### config.mk
export PLATFORM = sky130hd
export DESIGN_NAME = stepper_move_to_position
export DESIGN_NICKNAME = d
export VERILOG_FILES = /design/src/hdl/stm_pkg.sv /design/src/hdl/stm_regs.sv /design/src/hdl/stm_div.sv /design/src/hdl/stepper_move_to_position.sv
export SDC_FILE = /design/constraint.sdc
export NUM_CORES = 1
export LEC_CHECK = 0
export BUFFER_PORTS_ARGS = -buffer_cell sky130_fd_sc_hd__buf_2
export CAP_MARGIN = 20
export CORE_ASPECT_RATIO = 0.8
export CORE_MARGIN = 1
export CORE_UTILIZATION = 40
export CTS_CLUSTER_DIAMETER = 120
export DETAILED_ROUTE_END_ITERATION = 12
export PLACE_DENSITY = 0.65
export SYNTH_ARGS = -nofsm -noshare
export SYNTH_HDL_FRONTEND = slang
export SYNTH_HIERARCHICAL = 1
export SYNTH_SLANG_ARGS = --single-unit
### constraint.sdc
create_clock -name i_clk -period 14.1 [get_ports i_clk]
set_input_delay 3.525 -clock i_clk [delete_from_list [all_inputs] [get_ports i_clk]]
set_output_delay 3.525 -clock i_clk [all_outputs]
set_load 0.02 [all_outputs]
### src/hdl/stm_pkg.sv
package stm_pkg;

    localparam int POS_W     = 16;
    localparam int TGT_W     = 16;
    localparam int MIN_W     = 16;
    localparam int SPAN_W    = 24;
    localparam int ELAPSED_W = 25;
    localparam int CMP_W     = ((POS_W > TGT_W) ? POS_W : TGT_W) + 1;
    localparam int DIV_W     = CMP_W + 1;
    localparam int DCNT_W    = $clog2(SPAN_W);
    localparam int ADDR_W    = 3;
    localparam int DATA_W    = 32;

    localparam logic [MIN_W-1:0]  MIN_INTERVAL_RST = MIN_W'(1000);
    localparam logic [SPAN_W-1:0] MAX_SPAN_RST     = SPAN_W'(10000);

    typedef enum logic {
        REG_MIN_INTERVAL = 1'b0,
        REG_MAX_SPAN     = 1'b1
    } t_reg_idx;

    typedef enum logic {
        OP_TICK = 1'b0,
        OP_ZERO = 1'b1
    } t_op;

    typedef enum logic {
        DIR_FWD = 1'b0,
        DIR_REV = 1'b1
    } t_dir;

    typedef struct packed {
        logic [MIN_W-1:0]  min_interval;
        logic [SPAN_W-1:0] max_span;
    } t_cfg;

    function automatic logic [3:0] coil_pattern(input logic [1:0] phase);
        logic [3:0] pat;
        case (phase)
            2'd0:    pat = 4'b1010;
            2'd1:    pat = 4'b1001;
            2'd2:    pat = 4'b0101;
            2'd3:    pat = 4'b0110;
            default: pat = 4'b0000;
        endcase
        return pat;
    endfunction

endpackage

### src/hdl/stm_regs.sv
module stm_regs (
    input  logic                         i_clk,
    input  logic                         i_rst_n,
    input  logic                         psel,
    input  logic                         penable,
    input  logic                         pwrite,
    input  logic [stm_pkg::ADDR_W-1:0]   paddr,
    input  logic [stm_pkg::DATA_W-1:0]   pwdata,
    output logic [stm_pkg::DATA_W-1:0]   prdata,
    output logic                         pready,
    output stm_pkg::t_cfg                o_cfg
);

    stm_pkg::t_cfg    r_cfg;
    stm_pkg::t_reg_idx reg_idx;
    logic             wr_en;

    assign reg_idx = stm_pkg::t_reg_idx'(paddr[2]);
    assign wr_en   = psel & penable & pwrite;
    assign pready  = 1'b1;
    assign o_cfg   = r_cfg;

    always_ff @(posedge i_clk) begin
        if (!i_rst_n) begin
            r_cfg.min_interval <= stm_pkg::MIN_INTERVAL_RST;
            r_cfg.max_span     <= stm_pkg::MAX_SPAN_RST;
        end else if (wr_en) begin
            case (reg_idx)
                stm_pkg::REG_MIN_INTERVAL: r_cfg.min_interval <= pwdata[stm_pkg::MIN_W-1:0];
                stm_pkg::REG_MAX_SPAN:     r_cfg.max_span     <= pwdata[stm_pkg::SPAN_W-1:0];
                default: ;
            endcase
        end
    end

    always_comb begin
        case (reg_idx)
            stm_pkg::REG_MIN_INTERVAL: prdata = stm_pkg::DATA_W'(r_cfg.min_interval);
            stm_pkg::REG_MAX_SPAN:     prdata = stm_pkg::DATA_W'(r_cfg.max_span);
            default:                   prdata = '0;
        endcase
    end

endmodule

### src/hdl/stm_div.sv
module stm_div (
    input  logic                         i_clk,
    input  logic                         i_rst_n,
    input  logic                         i_start,
    input  logic [stm_pkg::SPAN_W-1:0]   i_dividend,
    input  logic [stm_pkg::DIV_W-1:0]    i_divisor,
    output logic                         o_done,
    output logic [stm_pkg::SPAN_W-1:0]   o_quotient
);

    logic [stm_pkg::DIV_W-1:0]  r_rem;
    logic [stm_pkg::SPAN_W-1:0] r_quo;
    logic [stm_pkg::DIV_W-1:0]  r_dsr;
    logic [stm_pkg::DCNT_W-1:0] r_cnt;
    logic                       r_busy;
    logic                       r_done;

    logic [stm_pkg::DIV_W:0]    shifted;
    logic [stm_pkg::DIV_W:0]    trial;
    logic                       fits;

    // restoring shift-subtract, one quotient bit per cycle
    assign shifted = {r_rem, r_quo[stm_pkg::SPAN_W-1]};
    assign trial   = shifted - {1'b0, r_dsr};
    assign fits    = ~trial[stm_pkg::DIV_W];

    assign o_done     = r_done;
    assign o_quotient = r_quo;

    always_ff @(posedge i_clk) begin
        if (!i_rst_n) begin
            r_busy <= 1'b0;
            r_done <= 1'b0;
            r_cnt  <= '0;
        end else begin
            r_done <= 1'b0;
            if (i_start) begin
                r_busy <= 1'b1;
                r_cnt  <= '0;
                r_rem  <= '0;
                r_quo  <= i_dividend;
                r_dsr  <= i_divisor;
            end else if (r_busy) begin
                r_rem <= fits ? trial[stm_pkg::DIV_W-1:0] : shifted[stm_pkg::DIV_W-1:0];
                r_quo <= {r_quo[stm_pkg::SPAN_W-2:0], fits};
                r_cnt <= r_cnt + 1'b1;
                if (r_cnt == stm_pkg::DCNT_W'(stm_pkg::SPAN_W - 1)) begin
                    r_busy <= 1'b0;
                    r_done <= 1'b1;
                end
            end
        end
    end

endmodule

### src/hdl/stepper_move_to_position.sv
// channel | direction | handshake                  | word
// --------+-----------+----------------------------+-------------------------------
// in      | in        | i_in_valid / o_in_stall    | i_operation, i_target, i_hold
// out     | out       | o_out_valid / i_out_stall  | o_coils, o_position,
//         |           |                            | o_stepped, o_at_target
// cfg     | in        | APB psel/penable/pwrite    | paddr, pwdata, prdata
//
// A moving tick goes through ST_CALC, ST_DIV and ST_EVAL to ST_OUT, with ST_DIV
// waiting on the 24-step shift-subtract divider that forms max_span / (distance + 1);
// zeroing and at-target words go from ST_CALC straight to ST_OUT.
// The input is stalled from acceptance until the result is loaded into the
// output register; a waiting result lets the next word in, which then waits in ST_OUT.
// Synchronous active-low reset clears position, phase, counters, r_latch; not r_coils.
module stepper_move_to_position (
    input  logic                         i_clk,
    input  logic                         i_rst_n,
    input  logic                         i_in_valid,
    output logic                         o_in_stall,
    input  logic                         i_operation,
    input  logic signed [stm_pkg::TGT_W-1:0] i_target,
    input  logic                         i_hold,
    output logic                         o_out_valid,
    input  logic                         i_out_stall,
    output logic [3:0]                   o_coils,
    output logic signed [stm_pkg::TGT_W-1:0] o_position,
    output logic                         o_stepped,
    output logic                         o_at_target,
    input  logic                         psel,
    input  logic                         penable,
    input  logic                         pwrite,
    input  logic [stm_pkg::ADDR_W-1:0]   paddr,
    input  logic [stm_pkg::DATA_W-1:0]   pwdata,
    output logic [stm_pkg::DATA_W-1:0]   prdata,
    output logic                         pready
);

    typedef enum logic [2:0] {
        ST_IDLE,
        ST_CALC,
        ST_DIV,
        ST_EVAL,
        ST_OUT
    } t_state;

    stm_pkg::t_cfg cfg;

    t_state                           r_state, n_state;
    stm_pkg::t_op                     r_op;
    logic signed [stm_pkg::TGT_W-1:0] r_tgt;
    logic                             r_hold;
    logic [stm_pkg::POS_W-1:0]        r_pos, n_pos;
    logic [1:0]                       r_phase, n_phase;
    logic [stm_pkg::ELAPSED_W-1:0]    r_elapsed, n_elapsed;
    stm_pkg::t_dir                    r_dir_last, n_dir_last;
    logic [3:0]                       r_latch, n_latch;
    logic                             r_stepped, n_stepped;
    logic [stm_pkg::DIV_W-1:0]        r_divisor, n_divisor;
    logic                             r_div_arm, n_div_arm;

    logic                             r_out_valid, n_out_valid;
    logic [3:0]                       r_coils, n_coils;
    logic [stm_pkg::TGT_W-1:0]        r_position, n_position;
    logic                             r_out_stepped, n_out_stepped;
    logic                             r_at, n_at;

    logic signed [stm_pkg::CMP_W-1:0] pos_s;
    logic signed [stm_pkg::CMP_W-1:0] tgt_s;
    logic [stm_pkg::CMP_W-1:0]        pos_z;
    logic [stm_pkg::CMP_W-1:0]        distance;
    stm_pkg::t_dir                    dir;
    logic                             at_now;
    logic                             div_start;
    logic                             div_done;
    logic [stm_pkg::SPAN_W-1:0]       quotient;
    logic [stm_pkg::ELAPSED_W-1:0]    interval;
    logic                             out_free;

    stm_regs u_regs (
        .i_clk   (i_clk),
        .i_rst_n (i_rst_n),
        .psel    (psel),
        .penable (penable),
        .pwrite  (pwrite),
        .paddr   (paddr),
        .pwdata  (pwdata),
        .prdata  (prdata),
        .pready  (pready),
        .o_cfg   (cfg)
    );

    stm_div u_div (
        .i_clk      (i_clk),
        .i_rst_n    (i_rst_n),
        .i_start    (div_start),
        .i_dividend (cfg.max_span),
        .i_divisor  (r_divisor),
        .o_done     (div_done),
        .o_quotient (quotient)
    );

    assign pos_s    = stm_pkg::CMP_W'($signed(r_pos));
    assign tgt_s    = stm_pkg::CMP_W'(r_tgt);
    assign pos_z    = stm_pkg::CMP_W'(r_pos);
    assign at_now   = (pos_s == tgt_s);
    assign dir      = (tgt_s > pos_s) ? stm_pkg::DIR_FWD : stm_pkg::DIR_REV;
    assign distance = (dir == stm_pkg::DIR_FWD) ? (tgt_s - pos_s) : (pos_s - tgt_s);
    assign interval = stm_pkg::ELAPSED_W'(cfg.min_interval) + stm_pkg::ELAPSED_W'(quotient);
    assign out_free = ~r_out_valid | ~i_out_stall;

    assign div_start = r_div_arm;

    assign o_in_stall  = (r_state != ST_IDLE);
    assign o_out_valid = r_out_valid;
    assign o_coils     = r_coils;
    assign o_position  = r_position;
    assign o_stepped   = r_out_stepped;
    assign o_at_target = r_at;

    always_comb begin
        n_state       = r_state;
        n_pos         = r_pos;
        n_phase       = r_phase;
        n_elapsed     = r_elapsed;
        n_dir_last    = r_dir_last;
        n_latch       = r_latch;
        n_stepped     = r_stepped;
        n_divisor     = r_divisor;
        n_div_arm     = 1'b0;
        n_out_valid   = r_out_valid & i_out_stall;
        n_coils       = r_coils;
        n_position    = r_position;
        n_out_stepped = r_out_stepped;
        n_at          = r_at;
        case (r_state)
            ST_IDLE: begin
                n_stepped = 1'b0;
                if (i_in_valid) begin
                    n_state = ST_CALC;
                end
            end
            ST_CALC: begin
                if (r_op == stm_pkg::OP_ZERO) begin
                    n_pos     = '0;
                    n_elapsed = '0;
                    n_state   = ST_OUT;
                end else if (at_now) begin
                    n_elapsed = '0;
                    n_state   = ST_OUT;
                end else begin
                    n_dir_last = dir;
                    n_elapsed  = ((dir != r_dir_last) ? '0 : r_elapsed) + 1'b1;
                    n_divisor  = {1'b0, distance} + 1'b1;
                    n_div_arm  = 1'b1;
                    n_state    = ST_DIV;
                end
            end
            ST_DIV: begin
                if (div_done) begin
                    n_state = ST_EVAL;
                end
            end
            ST_EVAL: begin
                if (r_elapsed >= interval) begin
                    n_elapsed = '0;
                    n_stepped = 1'b1;
                    if (r_dir_last == stm_pkg::DIR_FWD) begin
                        n_phase = r_phase + 2'd1;
                        n_pos   = r_pos + 1'b1;
                        n_latch = stm_pkg::coil_pattern(r_phase + 2'd1);
                    end else begin
                        n_phase = r_phase - 2'd1;
                        n_pos   = r_pos - 1'b1;
                        n_latch = stm_pkg::coil_pattern(r_phase - 2'd1);
                    end
                end
                n_state = ST_OUT;
            end
            ST_OUT: begin
                if (out_free) begin
                    n_out_valid   = 1'b1;
                    n_coils       = (at_now && !r_hold) ? 4'b0000 : r_latch;
                    n_position    = pos_z[stm_pkg::TGT_W-1:0];
                    n_out_stepped = r_stepped;
                    n_at          = at_now;
                    n_state       = ST_IDLE;
                end
            end
            default: n_state = ST_IDLE;
        endcase
    end

    always_ff @(posedge i_clk) begin
        if (!i_rst_n) begin
            r_state       <= ST_IDLE;
            r_pos         <= '0;
            r_phase       <= '0;
            r_elapsed     <= '0;
            r_dir_last    <= stm_pkg::DIR_FWD;
            r_latch       <= '0;
            r_stepped     <= 1'b0;
            r_div_arm     <= 1'b0;
            r_out_valid   <= 1'b0;
        end else begin
            r_state       <= n_state;
            r_pos         <= n_pos;
            r_phase       <= n_phase;
            r_elapsed     <= n_elapsed;
            r_dir_last    <= n_dir_last;
            r_latch       <= n_latch;
            r_stepped     <= n_stepped;
            r_div_arm     <= n_div_arm;
            r_out_valid   <= n_out_valid;
        end
    end

    always_ff @(posedge i_clk) begin
        if (r_state == ST_IDLE && i_in_valid) begin
            r_op   <= stm_pkg::t_op'(i_operation);
            r_tgt  <= i_target;
            r_hold <= i_hold;
        end
        r_divisor     <= n_divisor;
        r_coils       <= n_coils;
        r_position    <= n_position;
        r_out_stepped <= n_out_stepped;
        r_at          <= n_at;
    end

endmodule
==> results of run 1 <==
## cells by family after synthesis
family / count (synthesis) / share of synthesized area [%]
buffers and inverters: 149 / 5.06
other: 2 / 0.0535
flip-flops: 218 / 39.5
AND/OR/NAND/NOR: 463 / 16.5
adder cells (fa/ha/maj): 114 / 10.4
XOR/XNOR: 84 / 5.30
AO/OA/AOI/OAI: 317 / 15.0
multiplexers: 108 / 8.10
## routing by layer
| layer | global-route usage, % | share of wire [%] | up-vias |
|---|---|---|---|
| met5 | 0 | 0 | - |
| met4 | 4.06 | 2.0 | 0 |
| met3 | 2.41 | 4.4 | 33 |
| met2 | 27.2 | 44 | 239 |
| met1 | 24.9 | 50 | 5113 |
| li1 | - | - | 5380 |
## layout by cell type, fill, tap and decap left out, drive strengths merged, types with 33 or more instances in the layout
cell type,instances
xor2,33
nor2,117
nor2b,39
nand2,132
mux2,41
a21oi,113
ha,109
edfxtp,118
buf,106
xnor2,51
o21ai,58
mux2i,67
dfxtp,100
inv,80
clkbuf,38
## registers in the layout, indices dropped and copies added (netlist names), 2 cells and up
register / flops
o_coils: 4
o_position: 16
r_divisor: 18
r_elapsed: 25
r_latch: 3
r_phase: 2
r_pos: 16
r_state: 3
r_tgt: 16
u_div/o_quotient: 24
u_div/r_cnt: 5
u_div/r_dsr: 18
u_div/r_rem: 18
u_regs/o_cfg: 40
## layout make-up
class,count,area (µm²)
multi-input combinational,1095,7820
tap,465,582
clock buffer,38,746
sequential,218,5550
timing repair buffer,106,573
fill,3250,18500
inverter,80,300
clock inverter,7,42.5
## worst paths after layout
path | to | depth (start not counted)
max | prdata[5] | 3
min | u_div/r_dsr[13]$_DFFE_PP_ | 0
max reg2reg | r_elapsed[22]$_SDFFE_PN0P_ | 21
min reg2reg | u_div/r_dsr[13]$_DFFE_PP_ | 0
## Yosys cell counts (16+ instances only)
cell type,number,area (µm²)
a21o_1,29,218
a21oi_1,113,566
a31oi_1,16,100
and2_1,18,113
and3_1,18,113
clkbuf_1,29,109
dfxtp_1,100,2000
edfxtp_1,118,3540
ha_1,109,1360
inv_1,78,293
mux2_2,41,462
mux2i_1,66,661
nand2_1,132,495
nand2b_1,18,113
nand3_1,19,95.1
nand4_1,28,175
nor2_1,117,439
nor2b_1,39,244
nor3_1,27,135
o21ai_0,56,280
xnor2_1,51,447
xor2_1,32,280
## power breakdown
part	total (mW)	internal [mW]	leakage, nW	switching (mW)
combinational	0.189	0.0729	4.03	0.116
sequential	0.696	0.687	1.89	0.00937
clock	0.616	0.364	0.389	0.253
## per-stage QoR
step,instances,setup slack [ns]
floorplan,1462,6.34
global placement,1963,5.99
detailed placement,1963,5.99
CTS,2008,5.99
global route,2009,5.94
finish,2009,5.99
==> qor.txt, run 1 <==
Post-cts gate resize count -> 0
Top Ports -> 117
Clock skew -> 0.00980 ns
Vias per inst -> 5.36
Clk sinks -> 218
Max capacitance violation total -> 0
Avg Inst Size Synth -> 9.64 µm²
Number of global-route vias before repair -> 10,300
Drc violations -> 0
Critical path, cell by cell -> buf_2 -> mux2_2 -> buf_2
Top delay family on crit path -> buffers and inverters
Post-synth EDFFs -> 118
Slowest-stage cell, CP -> buf_2
RSZ-0062 raised after global routing -> no
Routed len/inst -> 15.6 µm
H-tree depth -> 1
Asr flop ratio synth -> 0%
All-Layer GR Usage -> 17.3%
Synth-to-layout area growth -> 11.3%
Min Tclk post-route -> 8.11 ns
Ratio of cells with drive above 1 in the final layout -> 14.4%
Clk slew on worst S/H paths -> 0.06 ns
Postcts setup bufs -> 0
Reg2reg setup slack -> 8.01 ns
Final antenna diode count -> 0
Vias -> 10,800
Setup crit start -> paddr[2]
CTS Root Buffer Type -> clkbuf_16
Initial DRT Pass Iterations -> 5
Die W -> 211 µm
Clock Tree Buf Depth -> 3
Hpwl dp -> 22,700 µm
Netlist cell types -> 88
Synth Instances -> 1,455
CTS buffer count -> 25
1st-iter DRT viols -> 728
Nets -> 1,700
Row cnt -> 60
Final setup viols -> 0
#FFs+latches synth -> 218
Initial antenna violation count -> 0
CTS tree -> built
Die Area -> 0.0358 mm²
Mapped cell area -> 0.0140 mm²
Crit Path Max Fanout -> 28
GRT overflow -> 0
RR Startpoint -> u_div/o_quotient[1]$_DFFE_PP_
Finished Cell Area -> 0.0156 mm²
Yosys warnings -> 6
Largest net degree at the start of global routing -> 80
Fin util -> 45.8%
Slowest stage delay, CP -> 0.46 ns
Fin Hold WS -> 0.412 ns
Post-placement cell area -> 0.0148 mm²
Ys flop type -> edfxtp_1
Gp weighted congestion -> 0.856
Core area -> 0.0341 mm²
Final TNS setup -> 0 ns
Class of the worst hold path -> register to register
CP endpoint kind -> output pin
First-pass GRT wire length -> 51,000 µm
Critical Path Start Type -> primary input
Outcome -> finished clean
Cell Pwr Density -> 96.2 mW/mm²
F_max -> 123 MHz
CP Class -> primary input to output pin
Final Hold Fails -> 0
Final Cycle Share -> 57.5%
Hold wc startpoint -> r_divisor[13]$_DFFE_PP_
Clock Latency Late Sink -> 0.52 ns
Cell repeated most along the worst path -> buf_2
Hold_buf cts -> 0
Number of buffers added on ports -> 97
Worst-Margin Slew -> 1.05 ns
Peak supply drop -> 0.0699 mV
Rel. slew slack -> 30.0%
Initial core utilization -> 41.2%
CP required -> 10.57 ns
Crit path DAT -> 4.58 ns
PnR Total Power -> 1.50 mW
Die H -> 169 µm
ANT nets after route -> 0
Final WL -> 31,300 µm
Max Slew Vio Count -> 0
Register area share after synthesis -> 39.5%
Crit path buf inv count -> 2
Lkg Pwr -> 6.31 nW
No activity file was read; power rests on OpenSTA's default activity.
==> run 2, diff against run 1 <==
clock period = 7.8 ns   (was 14.1 ns; I/O delays follow)
==> run 2 against run 1 <==
Compared with the run above: utilization barely moved; routed wire length is 0.68% lower; via count fell by 0.84%; highest routed layer unchanged; clock power up 85%; combinational power is 81% higher; final cell count about the same; non-clock buffer count unchanged; cell area hardly changed; sequential cell count did not move.
==> qor.txt, run 2 (synthesized netlist as in run 1, its figures left out) <==
Outcome -> finished clean (unchanged)
Ratio of cells with drive above 1 in the final layout -> 14.6% (was 14.4%)
Initial DRT Pass Iterations -> 5 (unchanged)
Fin Hold WS -> 0.420 ns (was 0.412 ns)
Routed len/inst -> 15.5 µm (was 15.6 µm)
Final Hold Fails -> 0 (unchanged)
Final WL -> 31,100 µm (was 31,300 µm)
Min Tclk post-route -> 5.99 ns
Max FFs per register -> 40 (unchanged)
Crit path DAT -> 6.36 ns (was 4.58 ns)
Final Cycle Share -> 76.8%
Critical Path Start Type -> register (was primary input)
Post-cts gate resize count -> 0 (unchanged)
Placed Cells -> 1,963 (unchanged)
Top Ports -> 117 (unchanged)
CTS tree -> built (unchanged)
Number of buffers added on ports -> 97 (unchanged)
Die Area -> 0.0358 mm² (unchanged)
Initial antenna violation count -> 0 (unchanged)
Final antenna diode count -> 0 (unchanged)
Number of global-route vias before repair -> 10,100 (was 10,300)
Commonest non-fill, non-tap cell in the layout -> nand2_1 (unchanged)
ANT nets after route -> 0 (unchanged)
Drc violations -> 0 (unchanged)
Finished Cell Area -> 0.0156 mm² (about the same)
Most crowded layer after global routing -> met2 (unchanged)
Clock Tree Buf Depth -> 3 (unchanged)
Die W -> 211 µm (unchanged)
Initial core utilization -> 41.2% (unchanged)
Peak supply drop -> 0.142 mV (was 0.0699 mV)
Final TNS setup -> 0 ns (unchanged)
First-pass GRT wire length -> 50,400 µm (was 51,000 µm)
CP endpoint kind -> register (was output pin)
Largest net degree at the start of global routing -> 80 (unchanged)
PnR Total Power -> 2.74 mW (was 1.50 mW)
F_max -> 167 MHz
Vias -> 10,700 (was 10,800)
Hpwl dp -> 22,600 µm (was 22,700 µm)
Nets -> 1,699 (was 1,700)
RSZ-0062 raised after global routing -> no (unchanged)
All-Layer GR Usage -> 17.1% (was 17.3%)
Hold_buf cts -> 0 (unchanged)
Clk sinks -> 218 (unchanged)
Row cnt -> 60 (unchanged)
CP Class -> register to register (was primary input to output pin)
Max Slew Vio Count -> 0 (unchanged)
Met1 Use GR -> 25.1% (was 24.9%)
Synth-to-layout area growth -> 11.3% (about the same)
Die H -> 169 µm (unchanged)
Lkg Pwr -> 6.30 nW (was 6.31 nW)
Max capacitance violation total -> 0 (unchanged)
Non-Filler Instances -> 2,008 (was 2,009)
Clock skew -> 0.0198 ns (was 0.00980 ns)
Cell Pwr Density -> 175 mW/mm² (was 96.2 mW/mm²)
CTS Root Buffer Type -> clkbuf_16 (unchanged)
Postcts setup bufs -> 0 (unchanged)
Post-placement cell area -> 0.0148 mm² (unchanged)
CTS buffer count -> 24 (was 25)
1st-iter DRT viols -> 657 (was 728)
Reg2reg setup slack -> 1.81 ns (was 8.01 ns)
Vias per inst -> 5.32 (was 5.36)
GRT overflow -> 0 (unchanged)
GR met3 Demand/Resource -> 2.26% (was 2.41%)
Class of the worst hold path -> register to register (unchanged)
Clock Latency Late Sink -> 0.52 ns (about the same)
CP required -> 8.17 ns (was 10.57 ns)
Final setup viols -> 0 (unchanged)
Worst-Margin Slew -> 1.01 ns (was 1.05 ns)
H-tree depth -> 1 (unchanged)
Most frequent cells in the layout -> 132 x nand2_1, 118 x edfxtp_1, 116 x nor2_1 (unchanged)
Gp weighted congestion -> 0.872 (was 0.856)
Rel. slew slack -> 32.5% (was 30.0%)
Clk slew on worst S/H paths -> 0.06 ns (about the same)
GR Layer Usage met2 -> 26.7% (was 27.2%)
Core area -> 0.0341 mm² (unchanged)
Crit Path Max Fanout -> 41 (was 28)
[run 2: cell types whose count changed in the layout (fill, tap and decap cells not counted), sizes merged]
cell / change
clkinvlp: +5
bufinv: +1
clkbuf: -7
[run 2: metal layers]
metal  routed length, µm  up-vias
li1                    -     5369
met1               15800     5051
met2               13400      223
met3                1310       32
met4                 509        0
met5                   0        -
[run 2: final timing paths]
| check | start | endpoint | cells past startpoint |
|---|---|---|---|
| hold reg to reg | r_divisor[15]$_DFFE_PP_ | u_div/r_dsr[15]$_DFFE_PP_ | 0 |
| hold / removal | r_divisor[15]$_DFFE_PP_ | u_div/r_dsr[15]$_DFFE_PP_ | 0 |
| setup reg to reg | u_div/o_quotient[1]$_DFFE_PP_ | r_elapsed[17]$_SDFFE_PN0P_ | 23 |
| setup / recovery | u_div/o_quotient[1]$_DFFE_PP_ | r_elapsed[17]$_SDFFE_PN0P_ | 23 |
[run 2: critical path, cell delays in order (launching register included)]
cell,delay [ns]
edfxtp_1,0.42
ha_1,0.30
a21o_1,0.17
a21oi_1,0.19
nand2b_1,0.13
a21boi_0,0.11
o41ai_1,0.73
o211ai_1,0.23
nand2b_1,0.17
o31a_1,0.26
nor2_1,0.08
xnor2_1,0.14
ha_1,0.30
nand4_1,0.12
nor2_1,0.23
nand4_1,0.15
o41ai_1,0.41
o31ai_1,0.18
o31ai_4,0.10
buf_4,0.42
nand2b_1,0.54
o21ai_0,0.18
a22oi_1,0.22
nor2_1,0.06
[run 2: report_power, final]
part	internal [mW]	leakage (nW)	switching, mW
logic	0.132	4.03	0.210
clock network	0.659	0.375	0.477
registers	1.24	1.89	0.0168
total	2.03	6.30	0.704
[run 2: area by class of cell]
class	count	area (µm²)
flip-flops and latches	218	5550
well taps	465	582
repair buffers	106	573
multi-input cells	1095	7820
fillers	3258	18500
inverters	80	300
clock inverters	13	109
clock buffers	31	688
[run 2: stage by stage]
step	setup slack, ns	utilization [%]
floorplan	3.19	-
detailed placement	1.91	43.4
global route	1.21	45.8
CTS	1.86	45.7
global placement	2.04	43.4
finish	1.81	45.8
==> run 3, diff against run 2 <==
PLACE_DENSITY = 0.67   (was 0.65)
clock period = 4.85 ns   (was 7.8 ns; I/O delays follow)
==> run 3 against run 2 <==
Compared with the run above: sequential cell count did not move; routed wire length rose by 5.7%; die area did not move; critical path depth rose by 2; clock power rose by 65%; hold slack got worse by 0.0044 ns; total power rose by 64%; maximum frequency rose by 30%; via count rose by 3.2%; critical endpoint is now r_pos[1]$_SDFFE_PN0P_; final cell count rose by 2.1%.
==> qor.txt, run 3 (synthesized netlist as in run 1, its figures left out) <==
Outcome -> finished clean (unchanged)
GRT overflow -> 0 (unchanged)
Max FFs per register -> 40 (unchanged)
Commonest non-fill, non-tap cell in the layout -> nand2_1 (unchanged)
CP Class -> register to register (unchanged)
Top Ports -> 117 (unchanged)
CP endpoint kind -> register (unchanged)
Final WL -> 32,800 µm (was 31,100 µm)
Crit path buf inv count -> 4 (was 1)
Max Slew Vio Count -> 0 (unchanged)
CTS tree -> built (unchanged)
Final Cycle Share -> 95.3% (was 76.8%)
Ratio of cells with drive above 1 in the final layout -> 18.5% (was 14.6%)
Vias -> 11,000 (was 10,700)
Peak supply drop -> 0.288 mV (was 0.142 mV)
Worst setup path endpoint -> r_pos[1]$_SDFFE_PN0P_ (was r_elapsed[17]$_SDFFE_PN0P_)
Reg2reg end -> r_pos[1]$_SDFFE_PN0P_ (was r_elapsed[17]$_SDFFE_PN0P_)
Final Hold Fails -> 0 (unchanged)
First-pass GRT wire length -> 52,600 µm (was 50,400 µm)
Rel. slew slack -> 32.8% (was 32.5%)
Clock Tree Buf Depth -> 3 (unchanged)
F_max -> 216 MHz (was 167 MHz)
Core area -> 0.0341 mm² (unchanged)
Critical Path Start Type -> register (unchanged)
Met1 wire length -> 15,900 µm (was 15,800 µm)
Gp weighted congestion -> 0.852 (was 0.872)
Worst-Margin Slew -> 1.01 ns (about the same)
Hold wc startpoint -> r_divisor[5]$_DFFE_PP_ (was r_divisor[15]$_DFFE_PP_)
Die W -> 211 µm (unchanged)
CP required -> 5.23 ns (was 8.17 ns)
Number of buffers added on ports -> 97 (unchanged)
Worst R2R Path Depth -> 25 (was 23)
Cell Pwr Density -> 278 mW/mm² (was 175 mW/mm²)
Die Area -> 0.0358 mm² (unchanged)
Cell repeated most along the worst path -> a21o_1
Placed Cells -> 1,993 (was 1,963)
Levels on crit path -> 25 (was 23)
ANT nets after route -> 0 (unchanged)
Hold_buf cts -> 0 (unchanged)
Class of the worst hold path -> register to register (unchanged)
Final TNS setup -> 0 ns (unchanged)
Initial core utilization -> 41.2% (unchanged)
Initial DRT Pass Iterations -> 6 (was 5)
H-tree depth -> 1 (unchanged)
All-Layer GR Usage -> 17.8% (was 17.1%)
Hpwl dp -> 23,600 µm (was 22,600 µm)
DR top layer -> met4 (unchanged)
1st-iter DRT viols -> 787 (was 657)
Clk sinks -> 218 (unchanged)
RR Startpoint -> u_div/o_quotient[0]$_DFFE_PP_ (was u_div/o_quotient[1]$_DFFE_PP_)
Lkg Pwr -> 6.54 nW (was 6.30 nW)
Max capacitance violation total -> 0 (unchanged)
Crit Path Max Fanout -> 18 (was 41)
Fin util -> 47.3% (was 45.8%)
Top delay family on crit path -> compound AO/OA/AOI/OAI gates (unchanged)
Final setup viols -> 0 (unchanged)
Nets -> 1,739 (was 1,699)
CTS buffer count -> 26 (was 24)
Routed len/inst -> 16.0 µm (was 15.5 µm)
Crit path DAT -> 5.00 ns (was 6.36 ns)
DR WL met3 -> 1690 µm (was 1310 µm)
Dpl ws -> -0.305 ns (was 1.91 ns)
Slowest stage delay, CP -> 0.35 ns (was 0.73 ns)
Most frequent cells in the layout -> 132 x nand2_1, 118 x edfxtp_1, 112 x nor2_1 (was 132 x nand2_1, 118 x edfxtp_1, 116 x nor2_1)
Largest net degree at the start of global routing -> 73 (was 80)
Vias per inst -> 5.37 (was 5.32)
Reg2reg setup slack -> 0.23 ns (was 1.81 ns)
Initial antenna violation count -> 1 (was 0)
Clock Latency Late Sink -> 0.53 ns (was 0.52 ns)
Slowest-stage cell, CP -> edfxtp_1 (was o41ai_1)
CTS Root Buffer Type -> clkbuf_16 (unchanged)
Die H -> 169 µm (unchanged)
Number of global-route vias before repair -> 10,500 (was 10,100)
Row cnt -> 60 (unchanged)
Setup crit start -> u_div/o_quotient[0]$_DFFE_PP_ (was u_div/o_quotient[1]$_DFFE_PP_)
Final worst setup slack -> 0.228 ns (was 1.81 ns)
Clk slew on worst S/H paths -> 0.06 ns (about the same)
Drc violations -> 0 (unchanged)
Met2 WL -> 14,600 µm (was 13,400 µm)
Clock skew -> 0.0206 ns (was 0.0198 ns)
Synth-to-layout area growth -> 14.9% (was 11.3%)
Min Tclk post-route -> 4.62 ns (was 5.99 ns)
Non-Filler Instances -> 2,051 (was 2,008)
## run 3: metrics by stage
stage / hold slack, ns / power (mW) / cell area (µm²)
CTS: 0.415 / 4.50 / 15900
finish: 0.416 / 4.48 / 16100
floorplan: 0.400 / 2.48 / 14100
global placement: 0.401 / 2.61 / 15000
detailed placement: 0.405 / 2.62 / 15000
global route: 0.420 / 4.64 / 16100
## run 3: worst min-delay path by stage
stage / to / slack [ns] / depth (start not counted)
final: u_div/r_dsr[5]$_DFFE_PP_ / 0.42 / 0
after global routing: u_div/r_dsr[5]$_DFFE_PP_ / 0.42 / 0
after CTS: u_div/r_dsr[8]$_DFFE_PP_ / 0.41 / 0
after detailed placement: u_div/r_dsr[2]$_DFFE_PP_ / 0.40 / 0
after global placement: u_div/r_dsr[12]$_DFFE_PP_ / 0.40 / 0
after floorplan: u_div/r_dsr[0]$_DFFE_PP_ / 0.40 / 0
## run 3: per-layer routing
metal,GRT usage [%],up-vias
li1,-,5462
met1,25.1,5284
met2,28.2,226
met3,3.03,41
met4,4.41,0
met5,0,-
## run 3: cell type report
type / instances / area, µm²
Clock buffer: 35 / 726
Fill cell: 3191 / 18000
Clock inverter: 13 / 101
Sequential cell: 218 / 5550
Multi-Input combinational cell: 1096 / 7970
Antenna cell: 1 / 2.50
Tap cell: 465 / 582
Inverter: 80 / 300
Timing Repair Buffer: 143 / 893
## run 3: repair_timing
| action | CTS | global route |
|---|---|---|
| pin swaps | 3 | 24 |
| buffers inserted | 0 | 6 |
| endpoints found under the setup margin | 47 | 47 |
| cloned | 0 | 3 |
| gates resized for setup | 9 | 49 |
## run 3: worst reg2reg max path, delay by kind of cell (launching register included)
| kind | cells | cell delay (ns) |
|---|---|---|
| and+or+nand+nor | 5 | 0.44 |
| DFF | 1 | 0.35 |
| buffers and inverters | 4 | 0.53 |
| AOI/OAI and AO/OA | 12 | 2.11 |
| adders and majority gates | 3 | 0.87 |
| xor gates and xnor gates | 1 | 0.16 |
## run 3: power by group
part	switching (mW)	total (mW)	internal, mW
Combinational	0.351	0.577	0.226
Clock	0.773	1.88	1.10
Sequential	0.0295	2.03	2.00
